File: config.mk
export PLATFORM = sky130hd
export DESIGN_NAME = cpu_alu_execute_unit
export DESIGN_NICKNAME = d
export VERILOG_FILES = /design/src/rtl/core/caeu_pkg.sv /design/src/rtl/core/cpu_alu_execute_unit.sv
export SDC_FILE = /design/constraint.sdc
export NUM_CORES = 1
export LEC_CHECK = 0
export ABC_CLOCK_PERIOD_IN_PS = 6400
export BUFFER_PORTS_ARGS = -buffer_cell sky130_fd_sc_hd__buf_2
export CORE_ASPECT_RATIO = 1.5
export CORE_UTILIZATION = 25
export DETAILED_ROUTE_END_ITERATION = 6
export PLACE_DENSITY = 0.45
export SLEW_MARGIN = 15
export SYNTH_ARGS = -nofsm -noshare
export SYNTH_HDL_FRONTEND = slang
export SYNTH_SLANG_ARGS = --single-unit
File: constraint.sdc
create_clock -name clk -period 6.4 [get_ports clk]
set_clock_uncertainty 0.1 [all_clocks]
set_input_delay 0.64 -clock clk [delete_from_list [all_inputs] [get_ports clk]]
set_output_delay 0.64 -clock clk [all_outputs]
set_load 0.02 [all_outputs]
File: src/rtl/core/caeu_pkg.sv
`timescale 1ns / 1ps

package caeu_pkg;

    localparam int CmdWidth  = 5;
    localparam int ByteWidth = 8;
    localparam int InWidth   = 16;
    localparam int OutWidth  = 16;

    typedef enum logic [CmdWidth-1:0] {
        CMD_ORA = 5'd0,
        CMD_AND = 5'd1,
        CMD_EOR = 5'd2,
        CMD_ADC = 5'd3,
        CMD_SBC = 5'd4,
        CMD_CMP = 5'd5,
        CMD_CPX = 5'd6,
        CMD_CPY = 5'd7,
        CMD_BIT = 5'd8,
        CMD_LDA = 5'd9,
        CMD_LDX = 5'd10,
        CMD_LDY = 5'd11,
        CMD_STA = 5'd12,
        CMD_STX = 5'd13,
        CMD_STY = 5'd14,
        CMD_ASL = 5'd15,
        CMD_LSR = 5'd16,
        CMD_ROL = 5'd17,
        CMD_ROR = 5'd18,
        CMD_INC = 5'd19,
        CMD_DEC = 5'd20
    } cmd_t;

    typedef struct packed {
        logic n;
        logic v;
        logic z;
        logic c;
    } flags_t;

    localparam logic [ByteWidth-1:0] ByteZero = 8'h00;
    localparam logic [ByteWidth-1:0] ByteOne  = 8'h01;

endpackage

File: src/rtl/core/cpu_alu_execute_unit.sv
`timescale 1ns / 1ps

// throughput: one request per cycle, sustained as long as m_tready stays high
// stage 1 registers the request, stage 2 runs the alu against a, x, y and flags
// and loads the result register; registers and flags update as stage 2 fires
// reset (rst_n low, asynchronous): pipeline empty, a, x, y and all flags zero
module cpu_alu_execute_unit
    import caeu_pkg::*;
(
    input  logic                clk,
    input  logic                rst_n,
    // request channel
    input  logic                s_tvalid,
    output logic                s_tready,
    input  logic [InWidth-1:0]  s_tdata,   // [4:0] cmd, [12:5] operand, [15:13] zero
    // result channel
    output logic                m_tvalid,
    input  logic                m_tready,
    output logic [OutWidth-1:0] m_tdata    // [7:0] result, [8] write_back, [9] flag_n,
                                           // [10] flag_v, [11] flag_z, [12] flag_c,
                                           // [15:13] zero
);

    // stage 1: registered request
    logic                 in_valid_reg;
    logic [CmdWidth-1:0]  in_cmd_reg;
    logic [ByteWidth-1:0] in_operand_reg;

    // stage 2: result register
    logic                 out_valid_reg;
    logic [OutWidth-1:0]  out_data_reg;
    logic [OutWidth-1:0]  out_data_next;

    // architectural state
    logic [ByteWidth-1:0] acc_reg, acc_next;
    logic [ByteWidth-1:0] x_reg, x_next;
    logic [ByteWidth-1:0] y_reg, y_next;
    flags_t               flags_reg, flags_next;

    logic                 s_fire;
    logic                 exec_fire;

    // alu datapath
    logic [ByteWidth-1:0] alu_res;
    logic                 alu_wb;
    logic [ByteWidth-1:0] add_m;
    logic [ByteWidth:0]   add_sum;
    logic [ByteWidth-1:0] cmp_reg;
    logic [ByteWidth:0]   cmp_diff;
    logic [ByteWidth-1:0] m;

    // stage 2 moves when the result register is free or being drained
    assign exec_fire = in_valid_reg && (!out_valid_reg || m_tready);
    assign s_tready  = !in_valid_reg || exec_fire;
    assign s_fire    = s_tvalid && s_tready;

    assign m_tvalid  = out_valid_reg;
    assign m_tdata   = out_data_reg;

    assign m = in_operand_reg;

    // shared adder: sbc adds the inverted operand
    always_comb
    begin
        add_m   = (cmd_t'(in_cmd_reg) == CMD_SBC) ? ~m : m;
        add_sum = {1'b0, acc_reg} + {1'b0, add_m} + {{ByteWidth{1'b0}}, flags_reg.c};
    end

    // shared compare subtractor, borrow out in the top bit
    always_comb
    begin
        case (cmd_t'(in_cmd_reg))
            CMD_CPX: cmp_reg = x_reg;
            CMD_CPY: cmp_reg = y_reg;
            default: cmp_reg = acc_reg;
        endcase
        cmp_diff = {1'b0, cmp_reg} - {1'b0, m};
    end

    always_comb
    begin
        acc_next   = acc_reg;
        x_next     = x_reg;
        y_next     = y_reg;
        flags_next = flags_reg;
        alu_res    = ByteZero;
        alu_wb     = 1'b0;

        case (cmd_t'(in_cmd_reg))
            CMD_ORA:
            begin
                alu_res  = acc_reg | m;
                acc_next = alu_res;
            end
            CMD_AND:
            begin
                alu_res  = acc_reg & m;
                acc_next = alu_res;
            end
            CMD_EOR:
            begin
                alu_res  = acc_reg ^ m;
                acc_next = alu_res;
            end
            CMD_ADC, CMD_SBC:
            begin
                alu_res      = add_sum[ByteWidth-1:0];
                acc_next     = alu_res;
                flags_next.c = add_sum[ByteWidth];
                flags_next.v = ~(acc_reg[ByteWidth-1] ^ add_m[ByteWidth-1])
                             & (acc_reg[ByteWidth-1] ^ alu_res[ByteWidth-1]);
            end
            CMD_CMP, CMD_CPX, CMD_CPY:
            begin
                alu_res      = cmp_diff[ByteWidth-1:0];
                flags_next.c = ~cmp_diff[ByteWidth];
            end
            CMD_BIT:
            begin
                alu_res = acc_reg & m;
            end
            CMD_LDA:
            begin
                alu_res  = m;
                acc_next = m;
            end
            CMD_LDX:
            begin
                alu_res = m;
                x_next  = m;
            end
            CMD_LDY:
            begin
                alu_res = m;
                y_next  = m;
            end
            CMD_STA:
            begin
                alu_res = acc_reg;
                alu_wb  = 1'b1;
            end
            CMD_STX:
            begin
                alu_res = x_reg;
                alu_wb  = 1'b1;
            end
            CMD_STY:
            begin
                alu_res = y_reg;
                alu_wb  = 1'b1;
            end
            CMD_ASL:
            begin
                alu_res      = {m[ByteWidth-2:0], 1'b0};
                flags_next.c = m[ByteWidth-1];
                alu_wb       = 1'b1;
            end
            CMD_LSR:
            begin
                alu_res      = {1'b0, m[ByteWidth-1:1]};
                flags_next.c = m[0];
                alu_wb       = 1'b1;
            end
            CMD_ROL:
            begin
                // incoming bit is the carry held before this op
                alu_res      = {m[ByteWidth-2:0], flags_reg.c};
                flags_next.c = m[ByteWidth-1];
                alu_wb       = 1'b1;
            end
            CMD_ROR:
            begin
                alu_res      = {flags_reg.c, m[ByteWidth-1:1]};
                flags_next.c = m[0];
                alu_wb       = 1'b1;
            end
            CMD_INC:
            begin
                alu_res = m + ByteOne;
                alu_wb  = 1'b1;
            end
            CMD_DEC:
            begin
                alu_res = m - ByteOne;
                alu_wb  = 1'b1;
            end
            default:
            begin
                // unused codes: nothing changes, result reads zero
                alu_res = ByteZero;
            end
        endcase

        // n and z follow the result except for stores and unused codes; bit test takes n from the operand
        case (cmd_t'(in_cmd_reg))
            CMD_ORA, CMD_AND, CMD_EOR, CMD_ADC, CMD_SBC, CMD_CMP, CMD_CPX, CMD_CPY,
            CMD_LDA, CMD_LDX, CMD_LDY, CMD_ASL, CMD_LSR, CMD_ROL, CMD_ROR,
            CMD_INC, CMD_DEC:
            begin
                flags_next.n = alu_res[ByteWidth-1];
                flags_next.z = (alu_res == ByteZero);
            end
            CMD_BIT:
            begin
                // bit test: n and v come straight from the operand
                flags_next.n = m[ByteWidth-1];
                flags_next.v = m[ByteWidth-2];
                flags_next.z = (alu_res == ByteZero);
            end
            default:
            begin
                flags_next = flags_next;
            end
        endcase

        out_data_next = {3'b000, flags_next.c, flags_next.z, flags_next.v, flags_next.n,
                         alu_wb, alu_res};
    end

    // stage 1: request register
    always_ff @(posedge clk or negedge rst_n)
    begin
        if (!rst_n)
        begin
            in_valid_reg <= 1'b0;
        end
        else if (s_tready)
        begin
            in_valid_reg <= s_tvalid;
        end
    end

    always_ff @(posedge clk)
    begin
        if (s_fire)
        begin
            in_cmd_reg     <= s_tdata[CmdWidth-1:0];
            in_operand_reg <= s_tdata[CmdWidth +: ByteWidth];
        end
    end

    // stage 2: result register and architectural state
    always_ff @(posedge clk or negedge rst_n)
    begin
        if (!rst_n)
        begin
            out_valid_reg <= 1'b0;
            acc_reg       <= ByteZero;
            x_reg         <= ByteZero;
            y_reg         <= ByteZero;
            flags_reg     <= '0;
        end
        else
        begin
            if (exec_fire)
            begin
                out_valid_reg <= 1'b1;
                acc_reg       <= acc_next;
                x_reg         <= x_next;
                y_reg         <= y_next;
                flags_reg     <= flags_next;
            end
            else if (m_tready)
            begin
                out_valid_reg <= 1'b0;
            end
        end
    end

    always_ff @(posedge clk)
    begin
        if (exec_fire)
        begin
            out_data_reg <= out_data_next;
        end
    end

endmodule
# Word level (Yosys, flattened, before mapping)
# Cells that the tools add are included.
# word_totals
reg_bits	56
output_inout_bits	18
in_bits	20
elab_cells	80
# op_classes
n_bitwise	9
muxes	12
reduce_logical	22
n_addsub	5
eq_ne	20
# ops
operator	count
one-hot mux 8 bit (15 select lines)	1
equality test 5 x 4 -> 1 bit, second input constant	8
one-hot mux 8 bit (5 select lines)	1
equality test 5 bit, second input constant	5
equality test 5 x 3 -> 1 bit, second input constant	4
OR reduction 18 bit	1
OR reduction 17 bit	1
one-hot mux 8 bit (2 select lines)	1
equality test 5 x 2 -> 1 bit, second input constant	2
adder 8 x 8 -> 9 bit	1
adder 9 x 1 -> 9 bit	1
OR reduction 9 bit	1
subtractor 8 x 8 -> 9 bit	1
adder 8 x 1 -> 8 bit, second input constant	1
AND 8 bit	1
zero test 8 bit	1
2-to-1 mux 8 bit	1
inverter 8 bit	1
bitwise OR 8 bit	1
OR reduction 2 bit	4
subtractor 8 x 1 -> 8 bit, second input constant	1
bitwise XOR 8 bit	1
2-to-1 mux 1 bit	6
AND reduction 2 bit	3
13 further kinds	19

# Depth between registers and ports, before layout
# depth
word_depth	8
depth_mapped	19
ltp_nobuf	15

# Worst setup path after synthesis
# Ideal clock, no wire load.
# synth_timing
path_kind	reg2reg
startpoint	reg in_cmd_reg[1]
endpoint	reg out_data_reg[11], in the netlist m_tdata[11], data pin
arrival_time_ps	3854
path_stages_with_launch	18
synth_period_minus_slack_ps	4085
n_path_buf	3
slack_ps	2315
t_required_ps	6169
path_cell_list	edfxtp_1 -> buf_6 -> clkbuf_1 -> nor3b_1 -> clkbuf_1 -> nand2_1 -> o21ai_0 -> ha_1 -> inv_1 -> fa_1 -> a211oi_1 -> o21bai_1 -> a21oi_1 -> nor2b_1 -> nor3_1 -> or4_1 -> nand4bb_1 -> nand2_1
# synth_rtl
item	line	text
start, declared	cpu_alu_execute_unit.sv:26	logic [CmdWidth-1:0] in_cmd_reg;
start signal, assigned	cpu_alu_execute_unit.sv:237	in_cmd_reg <= s_tdata[CmdWidth-1:0];
end signal, assigned	cpu_alu_execute_unit.sv:274	out_data_reg <= out_data_next;
end, declared	cpu_alu_execute_unit.sv:31	logic [OutWidth-1:0] out_data_reg;

# Final worst setup path
# layout_timing
startpoint	reg in_cmd_reg[4]
endpoint	reg flags_reg[1] (netlist name)
# layout_between
elab_chain_cells	7
elab_cells_between_ends	34
# layout_lines
item	line	text
equality test 5 x 3 -> 1 bit	cpu_alu_execute_unit.sv:65, cpu_alu_execute_unit.sv:89	
2-to-1 mux 8 bit	cpu_alu_execute_unit.sv:65	add_m = (cmd_t'(in_cmd_reg) == CMD_SBC) ? ~m : m;
adder 8 x 8 -> 9 bit	cpu_alu_execute_unit.sv:66	add_sum = {1'b0, acc_reg} + {1'b0, add_m} + {{ByteWidth{1'b0}}, flags_reg.c};
adder 9 x 1 -> 9 bit	cpu_alu_execute_unit.sv:66	
one-hot mux 8 bit (15 select lines) (*)	cpu_alu_execute_unit.sv:89	case (cmd_t'(in_cmd_reg))
named net alu_res[6]	cpu_alu_execute_unit.sv:44	logic [ByteWidth-1:0] alu_res;
zero test 8 bit (*)	cpu_alu_execute_unit.sv:201, cpu_alu_execute_unit.sv:208	
2-to-1 mux 1 bit (*)	--	
end signal, assigned	cpu_alu_execute_unit.sv:261	flags_reg <= flags_next;
end, declared	cpu_alu_execute_unit.sv:38	flags_t flags_reg, flags_next;
# The timed path passes the listed nets; every way through them passes the cells marked *.
# A chain may end at the register's enable or synchronous reset.

==> results.toml <==
[outcome]
status = "complete, but fails checks"
failed_checks = "DRC"

[timing]
final.setup.worst_slack_ns = 1.51
rsz0062_at_grt = "no"
finalSetupViolations = 0
fmax_mhz = 204
worst_pin_slew_ns = 0.767
min_period_over_period = 0.765
fin_hold_ws_ns = 0.297
slew_headroom = 0.485
hold_viol_final = 0
slew_viol_final = 0
fin_setup_tns_ns = 0
finalCriticalPeriod_ns = 4.89

[critical_path]
required_ns = 6.53
worst_ep_arrival_time_ns = 5.02
ff2ff_path_depth = 14
cp-end-kind = "flip-flop"
worstReg2RegEnd = "flags_reg[1]"
crit_type = "flip-flop to flip-flop"
cp_max_fo = 21
cpMaxStageDelayCell = "nor3_1"
slowest_delay_ns = 0.59
critPathBufInv = 1
cp_top_family = "simple AND/OR/NAND/NOR gates"
r2r_slack_ns = 1.51
path_cells = "buf_4 -> nor3_1 -> nand2_1 -> xnor2_1 -> fa_1 -> fa_1 -> nor2b_1 -> o31ai_1 -> a21oi_1 -> xnor2_1 -> o21ai_0 -> or4_1 -> nand4bb_1 -> o21ai_1"
r2r_start = "in_cmd_reg[4]"
cp-start-kind = "flip-flop"

[place]
portBuffers = 31
post-dp-hpwl_microns = 12200
place.gp.congestion = 0.933
dp_slack_ns = 1.48

[floorplan]
pin_count = 38
rows = 59
die_w_microns = 112
start_util = 0.259
die-area_sq_um = 18700
die_h_microns = 167
fp.coreArea_sq_um = 17500

[layout]
num-nets-final = 577
diodes = 0
n_fill_cell = 1819
area_growth_pct = 10.8
drive_above_1_share = 0.128
largest_reg_flops = 13
fin_util = 0.287

[drt]
wl_microns = 15400
wl_per_cell_microns = 21.1
drtAntennaViolNets = 0
drt_pass1_iterations = 7
num_vias = 3944
drt-initial-drc-count = 277
route.detailed.drc = 3
avgViaCountPerCell = 5.41

[power_and_ir_drop]
power_density_nw_per_um2 = 299
total_power_mw = 1.50
peakVddDrop_mv = 0.119
p_leak_nw = 2.07

[global_routing]
grt_pass1_wl_microns = 23600
grt_usage = 0.168
grt_overflow = 0
antenna_found_initial = 0
grt_max_degree = 31
grt_pass1_vias = 4008

[cts]
postCtsHoldBufs = 0
htreeDepth = 2
clk_latency_ns = 0.30
tritoncts = "done"
clk_pin_slew_worst_paths_ns = 0.08
cts.sinks = 56
clk_path_buf_depth = 2
post_cts_buffers = 0
cts_buffers = 5
root_buffer = "clkbuf_16"
post_cts_resized = 0

[logic_synthesis]
synth_edf_count = 26
synth-main-ff-cell = "dfrtp_1"
async_flop_share = 0.536
synth_top_area_frac = 0.173
synth_most_common_cell = "nand2_1"
yosysWarnings = 0
ys_top_cells_by_area = "edfxtp_1, dfrtp_1, ha_1, nand2_1, o21ai_0"
yosysUniqueCellTypes = 73
synthCells = 493
syn_avg_cell_area_sq_um = 9.18
yosys.area.top_type = "edfxtp_1"
synth_seq_cells = 56
seq_area_frac_synth = 0.338
synthTopCellsByCount = "nand2_1, ha_1, o21ai_0"
syn-cell-area_sq_um = 4530

[min_path]
hold_path.class = "primary input to asynchronous set/reset pin"

[flow_run]
max-cap-violations = 0
through the flow:
| stage | instances | instance area (sq um) |
|---|---|---|
| after CTS | 729 | 5020 |
| after global routing | 729 | 5020 |
| after floorplan | 495 | 4530 |
| after detailed placement | 721 | 4860 |
| final | 729 | 5020 |
| after global placement | 721 | 4860 |
report_power, final:
group	total (mW)	internal [mW]	switching (mW)
clock	0.298	0.151	0.147
sequential	0.553	0.458	0.0946
combinational	0.647	0.272	0.375
worst max path at each step:
stage	start	to	slack, ns	cells past startpoint
after CTS	in_cmd_reg[4]	flags_reg[1]	1.45	14
after floorplan	in_cmd_reg[1]	m_tdata[11]	2.31	17
final	in_cmd_reg[4]	flags_reg[1]	1.51	14
after global placement	in_cmd_reg[4]	flags_reg[1]	1.54	14
after global routing	in_cmd_reg[1]	m_tdata[11]	1.28	14
after detailed placement	in_cmd_reg[4]	flags_reg[1]	1.48	14
worst register-to-register path: cells and delay by family, from the launching register on:
family                   cells  cell delay [ns]
XOR/XNOR                     2             0.42
adder cells (fa/ha/maj)      2             0.92
AO/OA/AOI/OAI                4             0.62
flip-flops                   1             0.37
buffers and inverters        1             0.21
AND/OR/NAND/NOR              5             2.18
metal layers:
layer	track usage	part of all wire	vias up
met1	0.180	0.38	1918
li1	-	-	1874
met4	0.108	0.059	0
met2	0.314	0.53	118
met3	0.0146	0.031	34
met5	0	0	-
placed cells by master (no fill, tap or decap), drive strengths merged, types with 7 or more instances in the layout:
cell / instances
nor2b: 10
a22oi: 17
o21ai: 40
dfrtp: 30
buf: 36
nor2: 32
a21oi: 25
ha: 38
or2: 7
nand2b: 7
nand2: 50
a32oi: 7
o22ai: 8
nor3: 10
inv: 29
xnor2: 18
edfxtp: 26
kinds of logic after synthesis:
group	Yosys count	share of synthesized area
xor+xnor	23	0.0445
buf+inv	50	0.0511
flops	56	0.338
compound gates	155	0.236
simple gates	161	0.194
mux	5	0.0122
other cells	1	0.000829
fa+ha+maj	42	0.123
final cells by class:
class,instances,area [sq um],area share
clock buffer,5,125,0.0249
clock inverter,3,28.8,0.00574
timing repair buffer,36,193,0.0384
tap,213,267,0.0531
inverter,27,101,0.0202
multi-input combinational,389,2770,0.552
sequential,56,1530,0.305
Note: power is estimated with default switching activity, not from simulation.
